<file path="src/quadratic_root_solver_macros.svh">
// assertion macros for the quadratic root solver
// no dependencies; included by modules that carry assertions
`ifndef QUADRATIC_ROOT_SOLVER_MACROS_SVH
`define QUADRATIC_ROOT_SOLVER_MACROS_SVH

// same-cycle implication, disabled during reset
`define QRS_ASSERT_IMP(lbl, clk, rst_n, ante, cons, msg) \
    lbl: assert property (@(posedge clk) disable iff (!rst_n) (ante) |-> (cons)) \
        else $error(msg);

// next-cycle implication, disabled during reset
`define QRS_ASSERT_NXT(lbl, clk, rst_n, ante, cons, msg) \
    lbl: assert property (@(posedge clk) disable iff (!rst_n) (ante) |=> (cons)) \
        else $error(msg);

`endif

</file>
<file path="src/qrs_fifo.sv">
// short request queue between front and back end
// depends on nothing but its parameters
module qrs_fifo #(
    parameter int W     = 8,
    parameter int DEPTH = 4
) (
    input  logic         i_clk,
    input  logic         i_rst_n,
    input  logic         i_push,
    input  logic [W-1:0] i_data,
    input  logic         i_pop,
    output logic [W-1:0] o_data,
    output logic         o_full,
    output logic         o_empty
);
    localparam int AW = (DEPTH > 1) ? $clog2(DEPTH) : 1;
    localparam int CW = $clog2(DEPTH + 1);

    logic [W-1:0]  r_mem [DEPTH];
    logic [AW-1:0] r_wp, r_rp;
    logic [CW-1:0] r_cnt;

    assign o_data  = r_mem[r_rp];
    assign o_full  = (r_cnt == CW'(DEPTH));
    assign o_empty = (r_cnt == '0);

    // storage
    always_ff @(posedge i_clk) begin
        if (i_push) begin
            r_mem[r_wp] <= i_data;
        end
    end

    // pointers and fill count
    always_ff @(posedge i_clk) begin
        if (!i_rst_n) begin
            r_wp  <= '0;
            r_rp  <= '0;
            r_cnt <= '0;
        end else begin
            if (i_push) begin
                r_wp <= (r_wp == AW'(DEPTH - 1)) ? '0 : r_wp + 1'b1;
            end
            if (i_pop) begin
                r_rp <= (r_rp == AW'(DEPTH - 1)) ? '0 : r_rp + 1'b1;
            end
            if (i_push && !i_pop) begin
                r_cnt <= r_cnt + 1'b1;
            end else if (!i_push && i_pop) begin
                r_cnt <= r_cnt - 1'b1;
            end
        end
    end
endmodule

</file>
<file path="config.mk">
export PLATFORM = sky130hd
export DESIGN_NAME = qrs_fifo
export DESIGN_NICKNAME = d
export VERILOG_FILES = /design/src/quadratic_root_solver_macros.svh /design/src/qrs_fifo.sv
export SDC_FILE = /design/constraint.sdc
export NUM_CORES = 1
export LEC_CHECK = 0
export ABC_AREA = 0
export BUFFER_PORTS_ARGS = -buffer_cell sky130_fd_sc_hd__buf_2
export CORE_UTILIZATION = 30
export CTS_BUF_LIST = sky130_fd_sc_hd__clkbuf_8
export DETAILED_ROUTE_END_ITERATION = 8
export PLACE_DENSITY_LB_ADDON = 0.08
export SYNTH_ARGS = -nofsm -noshare
export SYNTH_HDL_FRONTEND = slang
export SYNTH_SLANG_ARGS = --single-unit
</file>
<file path="constraint.sdc">
create_clock -name i_clk -period 2 [get_ports i_clk]
set_input_delay 0.3 -clock i_clk [delete_from_list [all_inputs] [get_ports i_clk]]
set_output_delay 0.3 -clock i_clk [all_outputs]
set_load 0.02 [all_outputs]
</file>
# Word level (Yosys, flattened, before mapping)
# Memory sizes are Yosys's and may differ from the RTL's. A register that Yosys moved wholly into a read port is not among the register bits.
# Index checks and enable logic that the tools add are counted.
[word_totals]
regBits = 7
latchBits = 0
ramBits = 32
rom_bits = 0
in_bits = 12
wordCells = 25
n_memories = 1
[mem_list]
columns = ["name", "words", "width", "rd", "rd_ports_with_merged_regs", "wr", "line", "source"]
rows = [
  ["r_mem", 4, 8, 1, 1, 1, "qrs_fifo.sv:19", "logic [W-1:0] r_mem [DEPTH];"],
]
[classes]
n_addsub = 4
multipliers = 0
n_div = 0
order_cmp = 0
n_eq_ne = 3
shift = 0
n_mux = 8
bitwise = 0
n_reduce_logical = 6
[op_table]
columns = ["op", "count"]
rows = [
  ["2-bit two-way mux", 4],
  ["3-bit two-way mux", 2],
  ["2-bit by 1-bit adder with 2-bit output, second input constant", 2],
  ["2-bit equality test, second input constant", 2],
  ["3-bit by 1-bit adder with 3-bit output, second input constant", 1],
  ["3-bit equality test, second input constant", 1],
  ["3-bit zero test", 1],
  ["3-bit by 1-bit subtractor with 3-bit output, second input constant", 1],
  ["1-bit logical AND", 2],
  ["1-bit zero test", 2],
  ["1-bit two-way mux", 2],
  ["2-bit nonzero test", 1],
]

# Logic depth before layout (Yosys ltp)
[logic_depth]
ltp_word = 4
mapped_depth = 7

# Worst setup path after synthesis
# No wires, ideal clock.
[synth_path]
path_type = "input-to-reg"
from = "in i_pop"
to = "reg r_cnt[2]"
arrival_ns = 1.493
required_time_ns = 1.930
path_slack_ns = 0.437
path_stages = 7
n_path_buf = 0
path_cell_list = "inv_1 ha_1 inv_1 fa_1 xor2_1 or3_1 a21boi_1"
[synth_via]
elab_chain_len = 3
word_cells_on_any_way = 5
cone_classes = "1 x mux; 4 x reduce/logical"
[synth_rtl]
columns = ["element", "line", "source"]
rows = [
  ["start: declaration", "qrs_fifo.sv:11", "input logic i_pop,"],
  ["1-bit zero test", "qrs_fifo.sv:47", "if (i_push && !i_pop) begin"],
  ["1-bit logical AND", "qrs_fifo.sv:47", ""],
  ["3-bit two-way mux or 2-bit nonzero test (tied branches)", "-", ""],
  ["end signal: assignment", "qrs_fifo.sv:48", "r_cnt <= r_cnt + 1'b1;"],
  ["end signal: assignment", "qrs_fifo.sv:50", "r_cnt <= r_cnt - 1'b1;"],
  ["end: declaration", "qrs_fifo.sv:21", "logic [CW-1:0] r_cnt;"],
]
# Several ways; a longest one is shown, not always the timed one.
# A chain may end at the register's enable or synchronous reset.

==> flow_summary.html <==
<table>
<tr><th>Metric</th><th>Value</th></tr>
<tr><th colspan="2">CTS</th></tr>
<tr><td>Latest clock arrival within the worst-skew pair</td><td>0.28 ns</td></tr>
<tr><td>Bufs on Longest Clock Path</td><td>2</td></tr>
<tr><td>Register clock-pin slew on the reported worst setup and hold paths</td><td>0.07 ns</td></tr>
<tr><td>Clk root buf</td><td>clkbuf_8</td></tr>
<tr><td>TritonCTS clock tree</td><td>yes</td></tr>
<tr><td>Post-CTS Setup Bufs</td><td>0</td></tr>
<tr><td>Clock buffers created by TritonCTS</td><td>5</td></tr>
<tr><td>Hold-fix buffer count after cts</td><td>0</td></tr>
<tr><td>H-tree levels</td><td>2</td></tr>
<tr><td>CTS Sinks</td><td>41</td></tr>
<tr><td>Post-CTS sizing</td><td>0</td></tr>
<tr><th colspan="2">STA</th></tr>
<tr><td>Upper clock frequency limit</td><td>550 MHz</td></tr>
<tr><td>Final cycle utilization of the critical path</td><td>91.0%</td></tr>
<tr><td>Actual slew at the worst max-slew pin</td><td>0.473 ns</td></tr>
<tr><td>Unrepaired setup endpoints after global routing</td><td>no</td></tr>
<tr><td>Worst clock skew</td><td>0.00563 ns</td></tr>
<tr><td>Minimum period implied by the final worst setup slack</td><td>1.82 ns</td></tr>
<tr><td>Count of pins over their slew limit</td><td>0</td></tr>
<tr><td>Final hold vios</td><td>0</td></tr>
<tr><td>Setup_tns</td><td>0 ns</td></tr>
<tr><td>Worst rel slew slack</td><td>68.5%</td></tr>
<tr><td>Setup Viol. Count Final</td><td>0</td></tr>
<tr><th colspan="2">Finish</th></tr>
<tr><td>Number of antenna repair diodes</td><td>0</td></tr>
<tr><td>Layout cell share with drive strength beyond 1</td><td>32.5%</td></tr>
<tr><td>Layout overhead on the synthesized area</td><td>18.6%</td></tr>
<tr><td>Final non-filler cell total</td><td>184</td></tr>
<tr><td>Net count reported at finish</td><td>132</td></tr>
<tr><th colspan="2">GRT</th></tr>
<tr><td>Initial antenna violation count</td><td>0</td></tr>
<tr><td>Overall overflow remaining after global route</td><td>0</td></tr>
<tr><td>Number of global-route vias before repair</td><td>744</td></tr>
<tr><td>Global-route wire length before repair</td><td>3890 um</td></tr>
<tr><td>GRT Total Usage</td><td>10.3%</td></tr>
<tr><td>Maximum number of pins on one net before global-route repair</td><td>13</td></tr>
<tr><th colspan="2">Die</th></tr>
<tr><td>DIE WIDTH</td><td>75.4 um</td></tr>
<tr><td>Initial core utilization</td><td>31.4%</td></tr>
<tr><td>Ports placed on the boundary</td><td>22</td></tr>
<tr><td>Full die area</td><td>5680 sq um</td></tr>
<tr><td>Area of the core</td><td>5140 sq um</td></tr>
<tr><td>Count of standard-cell rows</td><td>26</td></tr>
<tr><td>Vert. Die Dim</td><td>75.4 um</td></tr>
<tr><th colspan="2">Setup path</th></tr>
<tr><td>CP required</td><td>1.70 ns</td></tr>
<tr><td>Data arrival time of the critical path</td><td>1.52 ns</td></tr>
<tr><td>Sort of element at the start of the critical path</td><td>flop</td></tr>
<tr><td>Crit path capture type</td><td>output port</td></tr>
<tr><td>Largest fanout of any net on the critical path</td><td>8</td></tr>
<tr><td>Worst reg-to-reg path cell count</td><td>4</td></tr>
<tr><td>Type of the setup path with the least slack</td><td>reg -&gt; out</td></tr>
<tr><th colspan="2">Synth</th></tr>
<tr><td>Top post-synthesis cells by area</td><td>edfxtp_1 59%, dfxtp_1 11%, mux4_2 11%, ha_1 4.6%, mux2i_1 2.5%</td></tr>
<tr><td>Synth Net Count</td><td>105</td></tr>
<tr><td>Avg Cell Area, Syn</td><td>18.8 sq um</td></tr>
<tr><td>Number of warnings printed during yosys synthesis</td><td>0</td></tr>
<tr><td>Async SR Flop Fraction</td><td>0%</td></tr>
<tr><td>Count of flip-flops with a built-in enable after synthesis</td><td>32</td></tr>
<tr><td>Gate Count Post-Synth</td><td>86</td></tr>
<tr><td>Yosys top cell by area</td><td>edfxtp_1</td></tr>
<tr><td>Netlist cell types</td><td>20</td></tr>
<tr><td>Ys flop type</td><td>edfxtp_1</td></tr>
<tr><td>Area share of the leading cell type in the synthesized netlist</td><td>59.5%</td></tr>
<tr><td>Top cells by instance count after synthesis</td><td>32 x edfxtp_1, 9 x dfxtp_1, 8 x mux4_2</td></tr>
<tr><td>Post-synthesis instance area</td><td>1620 sq um</td></tr>
<tr><td>Portion of the post-synthesis area used by sequential elements</td><td>70.6%</td></tr>
<tr><td>Count of state elements after synthesis</td><td>41</td></tr>
<tr><td>Most frequent cell after synthesis</td><td>edfxtp_1</td></tr>
<tr><th colspan="2">Drt</th></tr>
<tr><td>Detailed Route Iter0 Violations</td><td>69</td></tr>
<tr><td>Detailed-routing iteration count for the pre-antenna-repair pass</td><td>4</td></tr>
<tr><td>Number of nets with antenna violations after routing</td><td>0</td></tr>
<tr><td>Drt via density</td><td>4.21</td></tr>
<tr><td>Vias</td><td>774</td></tr>
<tr><td>DRC violation count after routing</td><td>0</td></tr>
<tr><td>Sum of routed wire length over all layers</td><td>2500 um</td></tr>
<tr><td>Final routed wire length divided by cell count</td><td>13.6 um</td></tr>
<tr><th colspan="2">Place</th></tr>
<tr><td># placed instances</td><td>176</td></tr>
<tr><td>IO Port Bufs</td><td>21</td></tr>
<tr><td>HPWL after detailed placement</td><td>1690 um</td></tr>
<tr><td>Final weighted congestion in routability-driven placement</td><td>0.682</td></tr>
<tr><th colspan="2">Power and ir drop</th></tr>
<tr><td>Leak pwr</td><td>0.000700 uW</td></tr>
<tr><td>Pwr Density</td><td>982 nW/um^2</td></tr>
<tr><td>Peak supply drop</td><td>0.373 mV</td></tr>
<tr><th colspan="2">Run status</th></tr>
<tr><td>Run status</td><td>completed</td></tr>
<tr><th colspan="2">Hold path</th></tr>
<tr><td>Cell depth of the worst min-delay path</td><td>1</td></tr>
<tr><td>Worst min-delay path category</td><td>in -&gt; reg</td></tr>
<tr><th colspan="2">Job</th></tr>
<tr><td>Count of maximum capacitance violations</td><td>0</td></tr>
</table>
-- metal layers --
| metal | vias up | routed length (um) | track usage (%) | part of all wire (%) |
|---|---|---|---|---|
| met3 | 5 | 131 | 4.10 | 5.2 |
| met4 | 0 | 52 | 5.56 | 2.1 |
| li1 | 377 | - | - | - |
| met1 | 375 | 1060 | 12.6 | 43 |
| met5 | - | 0 | 0 | 0 |
| met2 | 17 | 1250 | 15.8 | 50 |
-- cells by family (layout without fill, tap and decap cells) --
kind of cell	count (synthesis)	count (layout)	share of synthesized area (%)
flip-flops	41	41	70.6
AND/OR/NAND/NOR	15	15	5.58
multiplexers	12	12	13.6
adder cells (fa/ha/maj)	7	7	5.89
buffers and inverters	6	34	1.94
AO/OA/AOI/OAI	3	3	1.24
XOR/XNOR	2	2	1.08
-- per-stage QoR --
step	hold WS [ns]	cell area (sq um)	utilization [%]	total power, uW	worst slack, ns
after global routing	0.217	1920	37.3	1970	0.0934
after floorplan	0.399	1620	-	1170	0.437
final	0.229	1920	37.3	1880	0.181
after global placement	0.482	1800	35.0	1240	0.277
after CTS	0.217	1920	37.3	1910	0.143
after detailed placement	0.505	1800	35.0	1250	0.219
-- placed cells by master (no fill, tap or decap), drive strengths merged --
master	netlist	layout
buf	1	22
or3	1	1
ha	6	6
fa	1	1
nor2b	5	5
mux4	8	8
nor3b	1	1
xor2	1	1
and2	5	5
a21boi	1	1
o21ai	1	1
edfxtp	32	32
xnor2	1	1
nor3	2	2
inv	4	5
clkbuf	1	6
bufinv	0	1
dfxtp	9	9
mux2i	4	4
nor2	1	1
o21a	1	1
-- power by group --
group	internal [uW]	switching, uW
Sequential	969	30.2
Combinational	101	120
Clock	401	259
-- sequential cells by signal (all words and copies together) (netlist names), named ones only --
| signal | flops |
|---|---|
| r_wp | 2 |
| r_cnt | 3 |
| r_rp | 2 |
| r_mem | 32 |
-- worst paths after layout --
| check | startpoint | to | slack, ns |
|---|---|---|---|
| worst min register to register | r_cnt[2] | r_cnt[2] | 0.51 |
| worst max-delay path | flop | o_data[1] | 0.18 |
| worst max register to register | r_cnt[0] | r_cnt[2] | 0.54 |
| worst min-delay path | i_data[2] | r_mem[0][2] | 0.23 |
-- critical path, stage by stage, from the launching register on --
cell,delay [ns]
dfxtp_1,0.32
buf_4,0.21
mux4_2,0.53
buf_2,0.17
-- area by class of cell --
type / instances / area, sq um
clock buffer: 6 / 82.6
clock inverter: 2 / 33.8
fill: 521 / 3220
inverter: 4 / 15.0
multi-input combinational: 39 / 443
sequential: 41 / 1140
tap: 70 / 87.6
timing repair buffer: 22 / 113
Power figures use the tool's default switching activity.
